[src/sct_pkg.sv]
// shared types, codes, constants and helpers for the sine/cosine/tangent unit
`default_nettype none
package sct_pkg;

  localparam int WF = 59;
  localparam logic [63:0] PI_Q62 = 64'hC90F_DAA2_2168_C235;
  localparam logic signed [63:0] QMAX = 64'sh7FFF_FFFF_FFFF_FFFF;

  localparam logic [1:0] KIND_SIN = 2'd0;
  localparam logic [1:0] KIND_COS = 2'd1;
  localparam logic [1:0] KIND_TAN = 2'd2;

  localparam logic [4:0] OP_NONE     = 5'd0;
  localparam logic [4:0] OP_LOAD     = 5'd1;
  localparam logic [4:0] OP_RED      = 5'd2;
  localparam logic [4:0] OP_FOLD     = 5'd3;
  localparam logic [4:0] OP_HALVE    = 5'd4;
  localparam logic [4:0] OP_MUL      = 5'd5;
  localparam logic [4:0] OP_WR_XX    = 5'd6;
  localparam logic [4:0] OP_HS       = 5'd7;
  localparam logic [4:0] OP_WR_S     = 5'd8;
  localparam logic [4:0] OP_HC       = 5'd9;
  localparam logic [4:0] OP_WR_T1    = 5'd10;
  localparam logic [4:0] OP_WR_T2    = 5'd11;
  localparam logic [4:0] OP_DBL      = 5'd12;
  localparam logic [4:0] OP_SIGN     = 5'd13;
  localparam logic [4:0] OP_DIV_INIT = 5'd14;
  localparam logic [4:0] OP_DIV_STEP = 5'd15;
  localparam logic [4:0] OP_OUT      = 5'd16;

  localparam logic [2:0] SEL_XX  = 3'd0;
  localparam logic [2:0] SEL_SXX = 3'd1;
  localparam logic [2:0] SEL_SX  = 3'd2;
  localparam logic [2:0] SEL_CXX = 3'd3;
  localparam logic [2:0] SEL_SC  = 3'd4;
  localparam logic [2:0] SEL_CC  = 3'd5;
  localparam logic [2:0] SEL_SS  = 3'd6;

  typedef struct packed {
    logic [4:0] op;
    logic [2:0] sel;
  } cmd_t;

  typedef struct packed {
    logic       red_last;
    logic       x_small;
    logic       n_end;
    logic       k_zero;
    logic       mul_done;
    logic       div_last;
    logic       c_zero;
    logic [1:0] kind;
  } stat_t;

  // round(2^59 / n!), magnitudes; sign is negative when n mod 4 >= 2
  localparam logic [63:0] COEF_MAG [20] = '{
    64'd576460752303423488, 64'd576460752303423488, 64'd288230376151711744,
    64'd96076792050570581,  64'd24019198012642645,  64'd4803839602528529,
    64'd800639933754755,    64'd114377133393536,    64'd14297141674192,
    64'd1588571297132,      64'd158857129713,       64'd14441557247,
    64'd1203463104,         64'd92574085,           64'd6612435,
    64'd440829,             64'd27552,              64'd1621,
    64'd90,                 64'd5
  };

  function automatic logic signed [63:0] qadd(input logic signed [63:0] a,
                                              input logic signed [63:0] b);
    logic signed [64:0] sum;
    sum = 65'(a) + 65'(b);
    if (sum > 65'(QMAX)) qadd = QMAX;
    else if (sum < -65'(QMAX)) qadd = -QMAX;
    else qadd = sum[63:0];
  endfunction

endpackage
`default_nettype wire

[src/sct_ctrl.sv]
// controller state machine sequencing reduction, series, doubling and division
`default_nettype none
module sct_ctrl import sct_pkg::*; (
  input  wire logic  clk,
  input  wire logic  rst,
  input  wire logic  start,
  input  wire stat_t stat,
  output cmd_t       cmd,
  output logic       busy
);

  localparam logic [4:0] S_IDLE  = 5'd0;
  localparam logic [4:0] S_RED   = 5'd1;
  localparam logic [4:0] S_FOLD  = 5'd2;
  localparam logic [4:0] S_HALV  = 5'd3;
  localparam logic [4:0] S_M_XX  = 5'd4;
  localparam logic [4:0] S_W_XX  = 5'd5;
  localparam logic [4:0] S_M_HS  = 5'd6;
  localparam logic [4:0] S_W_HS  = 5'd7;
  localparam logic [4:0] S_M_SX  = 5'd8;
  localparam logic [4:0] S_W_SX  = 5'd9;
  localparam logic [4:0] S_M_HC  = 5'd10;
  localparam logic [4:0] S_W_HC  = 5'd11;
  localparam logic [4:0] S_DCHK  = 5'd12;
  localparam logic [4:0] S_M_SC  = 5'd13;
  localparam logic [4:0] S_W_SC  = 5'd14;
  localparam logic [4:0] S_M_CC  = 5'd15;
  localparam logic [4:0] S_W_CC  = 5'd16;
  localparam logic [4:0] S_M_SS  = 5'd17;
  localparam logic [4:0] S_W_SS  = 5'd18;
  localparam logic [4:0] S_SIGN  = 5'd19;
  localparam logic [4:0] S_DINIT = 5'd20;
  localparam logic [4:0] S_DIV   = 5'd21;
  localparam logic [4:0] S_OUT   = 5'd22;

  logic [4:0] state, state_next;

  always_ff @(posedge clk) begin
    if (rst) state <= S_IDLE;
    else state <= state_next;
  end

  assign busy = state != S_IDLE;

  always_comb begin
    state_next = state;
    cmd.op     = OP_NONE;
    cmd.sel    = SEL_XX;
    unique case (state)
      S_IDLE: if (start) begin
        cmd.op     = OP_LOAD;
        state_next = S_RED;
      end
      S_RED: begin
        cmd.op = OP_RED;
        if (stat.red_last) state_next = S_FOLD;
      end
      S_FOLD: begin
        cmd.op     = OP_FOLD;
        state_next = S_HALV;
      end
      S_HALV: begin
        cmd.op = OP_HALVE;
        if (stat.x_small) state_next = S_M_XX;
      end
      S_M_XX: begin
        cmd.op     = OP_MUL;
        cmd.sel    = SEL_XX;
        state_next = S_W_XX;
      end
      S_W_XX: if (stat.mul_done) begin
        cmd.op     = OP_WR_XX;
        state_next = S_M_HS;
      end
      S_M_HS: begin
        cmd.op     = OP_MUL;
        cmd.sel    = SEL_SXX;
        state_next = S_W_HS;
      end
      S_W_HS: if (stat.mul_done) begin
        cmd.op     = OP_HS;
        state_next = stat.n_end ? S_M_SX : S_M_HS;
      end
      S_M_SX: begin
        cmd.op     = OP_MUL;
        cmd.sel    = SEL_SX;
        state_next = S_W_SX;
      end
      S_W_SX: if (stat.mul_done) begin
        cmd.op     = OP_WR_S;
        state_next = S_M_HC;
      end
      S_M_HC: begin
        cmd.op     = OP_MUL;
        cmd.sel    = SEL_CXX;
        state_next = S_W_HC;
      end
      S_W_HC: if (stat.mul_done) begin
        cmd.op     = OP_HC;
        state_next = stat.n_end ? S_DCHK : S_M_HC;
      end
      S_DCHK: state_next = stat.k_zero ? S_SIGN : S_M_SC;
      S_M_SC: begin
        cmd.op     = OP_MUL;
        cmd.sel    = SEL_SC;
        state_next = S_W_SC;
      end
      S_W_SC: if (stat.mul_done) begin
        cmd.op     = OP_WR_T1;
        state_next = S_M_CC;
      end
      S_M_CC: begin
        cmd.op     = OP_MUL;
        cmd.sel    = SEL_CC;
        state_next = S_W_CC;
      end
      S_W_CC: if (stat.mul_done) begin
        cmd.op     = OP_WR_T2;
        state_next = S_M_SS;
      end
      S_M_SS: begin
        cmd.op     = OP_MUL;
        cmd.sel    = SEL_SS;
        state_next = S_W_SS;
      end
      S_W_SS: if (stat.mul_done) begin
        cmd.op     = OP_DBL;
        state_next = S_DCHK;
      end
      S_SIGN: begin
        cmd.op     = OP_SIGN;
        state_next = (stat.kind == KIND_TAN && !stat.c_zero) ? S_DINIT : S_OUT;
      end
      S_DINIT: begin
        cmd.op     = OP_DIV_INIT;
        state_next = S_DIV;
      end
      S_DIV: begin
        cmd.op = OP_DIV_STEP;
        if (stat.div_last) state_next = S_OUT;
      end
      S_OUT: begin
        cmd.op     = OP_OUT;
        state_next = S_IDLE;
      end
      default: state_next = S_IDLE;
    endcase
  end

endmodule
`default_nettype wire

[config.mk]
export PLATFORM = sky130hd
export DESIGN_NAME = sct_ctrl
export DESIGN_NICKNAME = d
export VERILOG_FILES = /design/src/sct_pkg.sv /design/src/sct_ctrl.sv
export SDC_FILE = /design/constraint.sdc
export NUM_CORES = 1
export LEC_CHECK = 0
export ABC_CLOCK_PERIOD_IN_PS = 2000
export BUFFER_PORTS_ARGS = -buffer_cell sky130_fd_sc_hd__buf_2
export CAP_MARGIN = 20
export CORE_MARGIN = 4
export CORE_UTILIZATION = 35
export CTS_CLUSTER_DIAMETER = 50
export DETAILED_ROUTE_END_ITERATION = 7
export PLACE_DENSITY = 0.64
export SKIP_CTS_REPAIR_TIMING = 1
export SLEW_MARGIN = 10
export SYNTH_ARGS = -nofsm -noshare
export SYNTH_HDL_FRONTEND = slang
export SYNTH_SLANG_ARGS = --single-unit
[constraint.sdc]
create_clock -name clk -period 2 [get_ports clk]
set_clock_uncertainty 0.15 [all_clocks]
set_input_delay 0.4 -clock clk [delete_from_list [all_inputs] [get_ports clk]]
set_output_delay 0.4 -clock clk [all_outputs]
set_load 0.05 [all_outputs]
==> results of run 1 <==
## cells by family (layout without fill, tap and decap cells)
group | count (synthesis) | after routing
AND/OR/NAND/NOR | 56 | 56
XOR/XNOR | 1 | 1
multiplexers | 7 | 7
AO/OA/AOI/OAI | 39 | 39
flip-flops | 5 | 5
buffers and inverters | 18 | 61
## how the worst max path moves through the flow
stage,end,start,depth (start not counted)
6_report,cmd[5],state[4],6
2_1_floorplan,cmd[4],state[1],5
3_3_place_gp,cmd[6],stat[4],8
3_5_place_dp,cmd[6],stat[4],8
4_1_cts,cmd[6],state[4],6
5_1_grt,cmd[3],state[3],6
## metal layers
metal	vias up	wire length (µm)	track usage, %
met3	8	134	0
met2	35	1610	26.0
li1	557	-	-
met5	-	0	0
met1	554	1310	21.6
met4	0	81	7.95
## critical path: stages, from the launching register on
cell     delay [ns]
dfxtp_4        0.38
buf_6          0.12
buf_6          0.10
nand2_4        0.05
o311a_1        0.34
o22ai_2        0.12
buf_6          0.18
## power by group
part	switching (µW)	leakage (µW)	internal [µW]
Clock	40.6	0.0000150	75.4
Sequential	50.5	0.0000444	120
Combinational	464	0.000591	355
Total	555	0.000651	551
## layout by cell type (no fill, tap or decap), drive strengths merged, types with 2 or more instances in the layout
master,instances
buf,50
nor2,18
nand2,9
mux2i,7
o21ai,7
clkbuf,7
a21oi,6
dfxtp,5
nand3,5
nand2b,4
inv,4
nor2b,3
nor3,3
o211ai,2
a21o,2
a211oi,2
and3,2
a31oi,2
o31ai,2
nor4,2
a22oi,2
a21boi,2
nor3b,2
a32oi,2
o22ai,2
or3b,2
## final cells by class
class / count / area, µm²
clock buffer: 4 / 26.3
sequential: 5 / 119
fill: 198 / 790
multi-input combinational: 103 / 858
tap: 28 / 35.0
inverter: 4 / 15.0
timing repair buffer: 53 / 454
## synth_stat cells (2+ instances only)
| master | number |
|---|---|
| a21o_1 | 2 |
| o31ai_1 | 2 |
| o22ai_1 | 2 |
| nand3_1 | 4 |
| nor4_1 | 2 |
| buf_4 | 4 |
| inv_2 | 3 |
| nor3_1 | 3 |
| o211ai_1 | 2 |
| a22oi_1 | 2 |
| buf_2 | 8 |
| dfxtp_1 | 5 |
| a31oi_1 | 2 |
| nor2_1 | 17 |
| a32oi_1 | 2 |
| o21ai_0 | 6 |
| nand2b_1 | 4 |
| a21oi_1 | 5 |
| nor2b_1 | 3 |
| and3_1 | 2 |
| mux2i_1 | 7 |
| nand2_1 | 9 |
## through the flow
step / TNS (ns) / instances
2_1_floorplan: -0.178 / 126
3_3_place_gp: -0.00523 / 186
3_5_place_dp: -0.0656 / 186
4_1_cts: -1.68 / 190
5_1_grt: -0.775 / 197
6_report: -0.294 / 197
==> impl_metrics.tcl, run 1 <==
set metrics [dict create \
    portBuffers 20 \
    dieArea_um2 3390 \
    min_from "rst" \
    first_iter_violations 45 \
    p_leak_uw 0.000651 \
    holdPathEnd "state[0]" \
    max_slew_margin_pct 79.3 \
    synth.top_cells.by_area "dfxtp_1, mux2i_1, nor2_1" \
    worstSetupPathType "flip-flop to primary output" \
    rows 17 \
    drt_pass1_iterations 4 \
    status "finished, violations left" \
    globalplace.congestion 0.835 \
    drv_slew 0 \
    vias_per_cell 5.86 \
    synthArstFlopShare_pct 0 \
    p_total_uw 1110 \
    wl_per_cell_um 15.9 \
    routed_wl_mm 3.13 \
    track_usage_pct 15.9 \
    hold_class "input pin to flip-flop" \
    synthFlopType "dfxtp_1" \
    worst_setup_path_end_kind "primary output" \
    dpl.hpwl_mm 2.09 \
    top_regs "state: 5 flops" \
    synthMuxAreaShare_pct 7.93 \
    clk_pin_slew_worst_paths_ns 0.04 \
    crit_fanout 6 \
    utilization_pct 65.6 \
    placed_area_um2 1210 \
    synth-compound-area-share_pct 32.7 \
    cp.required_ns 1.45 \
    ys_ff_latch 5 \
    synth_top_area_share_pct 11.3 \
    reg2reg_slack_ns 0.06 \
    dieWidth_um 58.2 \
    fin_ws_ns -0.0715 \
    grt_max_degree 24 \
    fin_area_um2 1510 \
    ir_drop_mv 0.412 \
    reg2reg_depth 7 \
    r2r_end "state[0]" \
    synth-adder-area-share_pct 0 \
    yosysUniqueCellTypes 52 \
    drv_cap 0 \
    clock_latency_ns 0.24 \
    clk_path_buf_depth 2 \
    worst_hold_slack_ns 0.235 \
    grt_setup_unrepaired "yes" \
    place_ws_ns -0.0656 \
    synth_xor_area_share_pct 0.992 \
    seq_area_frac_synth_pct 11.3 \
    vias 1154 \
    cts_buffers 3 \
    violations "setup timing" \
    netlist.top_cell.by_area "dfxtp_1" \
    fp.coreArea_um2 2300 \
    insertedDiodeCount 0 \
    synth-edff-count 0 \
    syn_to_final_growth_pct 70.7 \
    finalSetupViolCount 5 \
    postRouteAntennaNets 0 \
    max_freq_ghz 0.483 \
    htree_levels 1 \
    grt_overflow 0 \
    antenna_found_initial 0 \
    worst_slew_pin_slew_ns 0.309 \
    avgSynthCellArea_um2 7.01 \
    power.density_nw_per_um2 734 \
    syn-instance-count 126 \
    cts_tree "done" \
    grt_pass1_wl_mm 4.34 \
    drc_errors 0 \
    cp-start-kind "flip-flop" \
    die_y_um 58.2 \
    cts_num_sinks 5 \
    layout.nets 182 \
    post-route-period-util_pct 104 \
    largest-register "state" \
    arrival_ns 1.52 \
    largest_register_ffs 5 \
    syn_area_um2 883 \
    grt_pass1_vias 993 \
    layout-drive-gt1-share_pct 54.4 \
    reg2reg_from "state[2]" \
    synth_top_family_by_area "simple AND/OR/NAND/NOR gates" \
    initial_core_util_pct 38.5 \
    cts-root-buf "clkbuf_4" \
    yosys.area_share.simple_pct 35.3 \
    hold_path_depth 2 \
    hold_viol 0 \
    fin_crit_ns 2.07 \
    syn_nets 138 \
    yosysWarnings 0 \
    io_pins 21 \
]
(Power assumes the default switching activity.)
==> run 2: changes to the inputs <==
- ABC_AREA: default -> 1
- CORE_UTILIZATION: 35 -> 54
- PLACE_DENSITY: 0.64 -> 0.87
==> run 2 against run 1 <==
Against the previous run:
- the run still ends with setup timing left
- critical path depth stayed put
- maximum frequency is 6.1% lower
- clock power hardly changed
- register-to-register slack better by 0.14 ns
- synthesized cell count is 32% higher
- routed wire length is 41% higher
- worst setup slack worse by 0.13 ns
- largest cell class unchanged
- critical endpoint is now cmd[6]
==> impl_metrics.tcl, run 2 <==
set metrics [dict create \
    drc_errors 0 \
    fin_area_um2 1550 \
    initial_core_util_pct 57.9 \
    grt_pass1_vias 1317 \
    ys_ff_latch 5 \
    htree_levels 1 \
    avgSynthCellArea_um2 6.15 \
    globalplace.congestion 1.10 \
    largest_register_ffs 5 \
    io_pins 21 \
    synthFlopType "dfxtp_1" \
    fin_crit_ns 2.21 \
    cts-root-buf "clkbuf_4" \
    grt_overflow 0 \
    p_int_uw 652 \
    top_regs "state: 5 flops" \
    synth_common_cells "nand2_1, nand3_1, nor2_1" \
    drv_cap 0 \
    insertedDiodeCount 0 \
    seq_power_share_pct 13.2 \
    largest-register "state" \
    power.density_nw_per_um2 940 \
    postRouteAntennaNets 0 \
    violations "setup timing" \
    cts_num_sinks 5 \
    clk_pin_slew_worst_paths_ns 0.04 \
    worst_slew_pin_slew_ns 0.322 \
    grt_pass1_wl_mm 5.64 \
    die_y_um 51.5 \
    grt_setup_unrepaired "yes" \
    portBuffers 20 \
    routed_wl_mm 4.42 \
    antenna_found_initial 0 \
    drt_pass1_iterations 5 \
    grt_max_degree 10 \
    fp.coreArea_um2 1760 \
    vias_per_cell 6.36 \
    synth-edff-count 0 \
    fin_ws_ns -0.206 \
    track_usage_pct 28.1 \
    p_sw_share_pct 55.3 \
    p_leak_uw 0.000759 \
    worst_setup_path_end_kind "primary output" \
    layout_commonest_cell "nand2_1" \
    layout_common_cells "nand2_1, buf_4, nand3_1" \
    ir_drop_mv 0.789 \
    dieArea_um2 2650 \
    max_slew_margin_pct 78.4 \
    arrival_ns 1.66 \
    synth_top_area_share_pct 14.7 \
    yosysMostFrequentCell "nand2_1" \
    clock_latency_ns 0.24 \
    drv_slew 0 \
    seq_area_frac_synth_pct 9.80 \
    syn_nets 178 \
    finalSetupViolCount 7 \
    p_clk_share_pct 7.8 \
    worstSetupPathType "flip-flop to primary output" \
    vias 1540 \
    cts_tree "done" \
    clk_path_buf_depth 2 \
    layout.nets 230 \
    crit_fanout 7 \
    syn_to_final_growth_pct 52.0 \
    syn_area_um2 1020 \
    cp.required_ns 1.45 \
    setup_tns_ns -0.942 \
    status "finished, violations left" \
    synth.top_cells.by_area "nand2_1, nand3_1, dfxtp_1" \
    hold_class "input pin to flip-flop" \
    netlist.top_cell.by_area "nand2_1" \
    utilization_pct 87.9 \
    synthArstFlopShare_pct 0 \
    p_sw_uw 807 \
    rows 15 \
    p_comb_share_pct 79.0 \
    layout-drive-gt1-share_pct 52.5 \
    fill_cells 99 \
    cts_buffers 3 \
    cp-start-kind "flip-flop" \
    max_freq_ghz 0.453 \
    placed_area_um2 1330 \
    first_iter_violations 196 \
    hold_viol 0 \
    post-route-period-util_pct 110 \
    dpl.hpwl_mm 2.81 \
    dieWidth_um 51.5 \
    wl_per_cell_um 18.2 \
    yosysWarnings 0 \
    syn-instance-count 166 \
    yosysUniqueCellTypes 29 \
]
[run 2: final timing paths]
path         slack, ns     start  endpoint  depth (start not counted)
max              -0.21  state[3]    cmd[6]                          6
min               0.23       rst  state[0]                          2
max reg2reg       0.20  state[0]  state[2]                         10
min reg2reg       0.39  state[3]  state[3]                          2
[run 2: stage by stage]
| stage | power [µW] | hold WS, ns | setup slack, ns | cells |
|---|---|---|---|---|
| floorplan | 850 | 0.309 | -0.248 | 166 |
| global placement | 1070 | 0.369 | 0.00884 | 228 |
| detailed placement | 1100 | 0.381 | -0.0987 | 228 |
| CTS | 1220 | 0.214 | -0.355 | 232 |
| global route | 1520 | 0.233 | -0.253 | 242 |
| finish | 1460 | 0.225 | -0.206 | 242 |
[run 2: metal layers]
metal	vias up	GRT usage, %	share of wire, %
met5	-	0	0
met4	0	16.6	7.8
met3	47	4.66	12
met2	156	47.0	45
met1	676	33.2	35
li1	661	-	-
[run 2: cell families after synthesis]
| logic type | after synthesis | share of synthesized area [%] |
|---|---|---|
| AO/OA/AOI/OAI | 16 | 9.19 |
| buffers and inverters | 21 | 11.3 |
| flip-flops | 5 | 9.80 |
| AND/OR/NAND/NOR | 124 | 69.7 |
[run 2: worst max-delay path, cell delays in order, from the launching register on]
cell and delay [ns]:
dfxtp_4 0.37, nor2_4 0.27, nand4_1 0.25, nand2_2 0.16, a21oi_2 0.05, o211ai_1 0.09
buf_4 0.23
[run 2: layout make-up]
| type | instances | area, µm² | share of cell area [%] |
|---|---|---|---|
| timing repair buffer | 52 | 407 | 26.2 |
| sequential | 5 | 119 | 7.66 |
| clock buffer | 4 | 26.3 | 1.69 |
| inverter | 16 | 67.6 | 4.35 |
| tap | 25 | 31.3 | 2.02 |
| multi-input combinational | 140 | 901 | 58.1 |
[run 2: power groups by stage]
stage / logic [µW] / clock network [µW] / registers, µW
6_report: 1150 / 114 / 192
4_1_cts: 911 / 116 / 191
5_1_grt: 1200 / 131 / 193
2_1_floorplan: 681 / 0 / 169
3_5_place_dp: 909 / 0 / 193
3_3_place_gp: 877 / 0 / 191
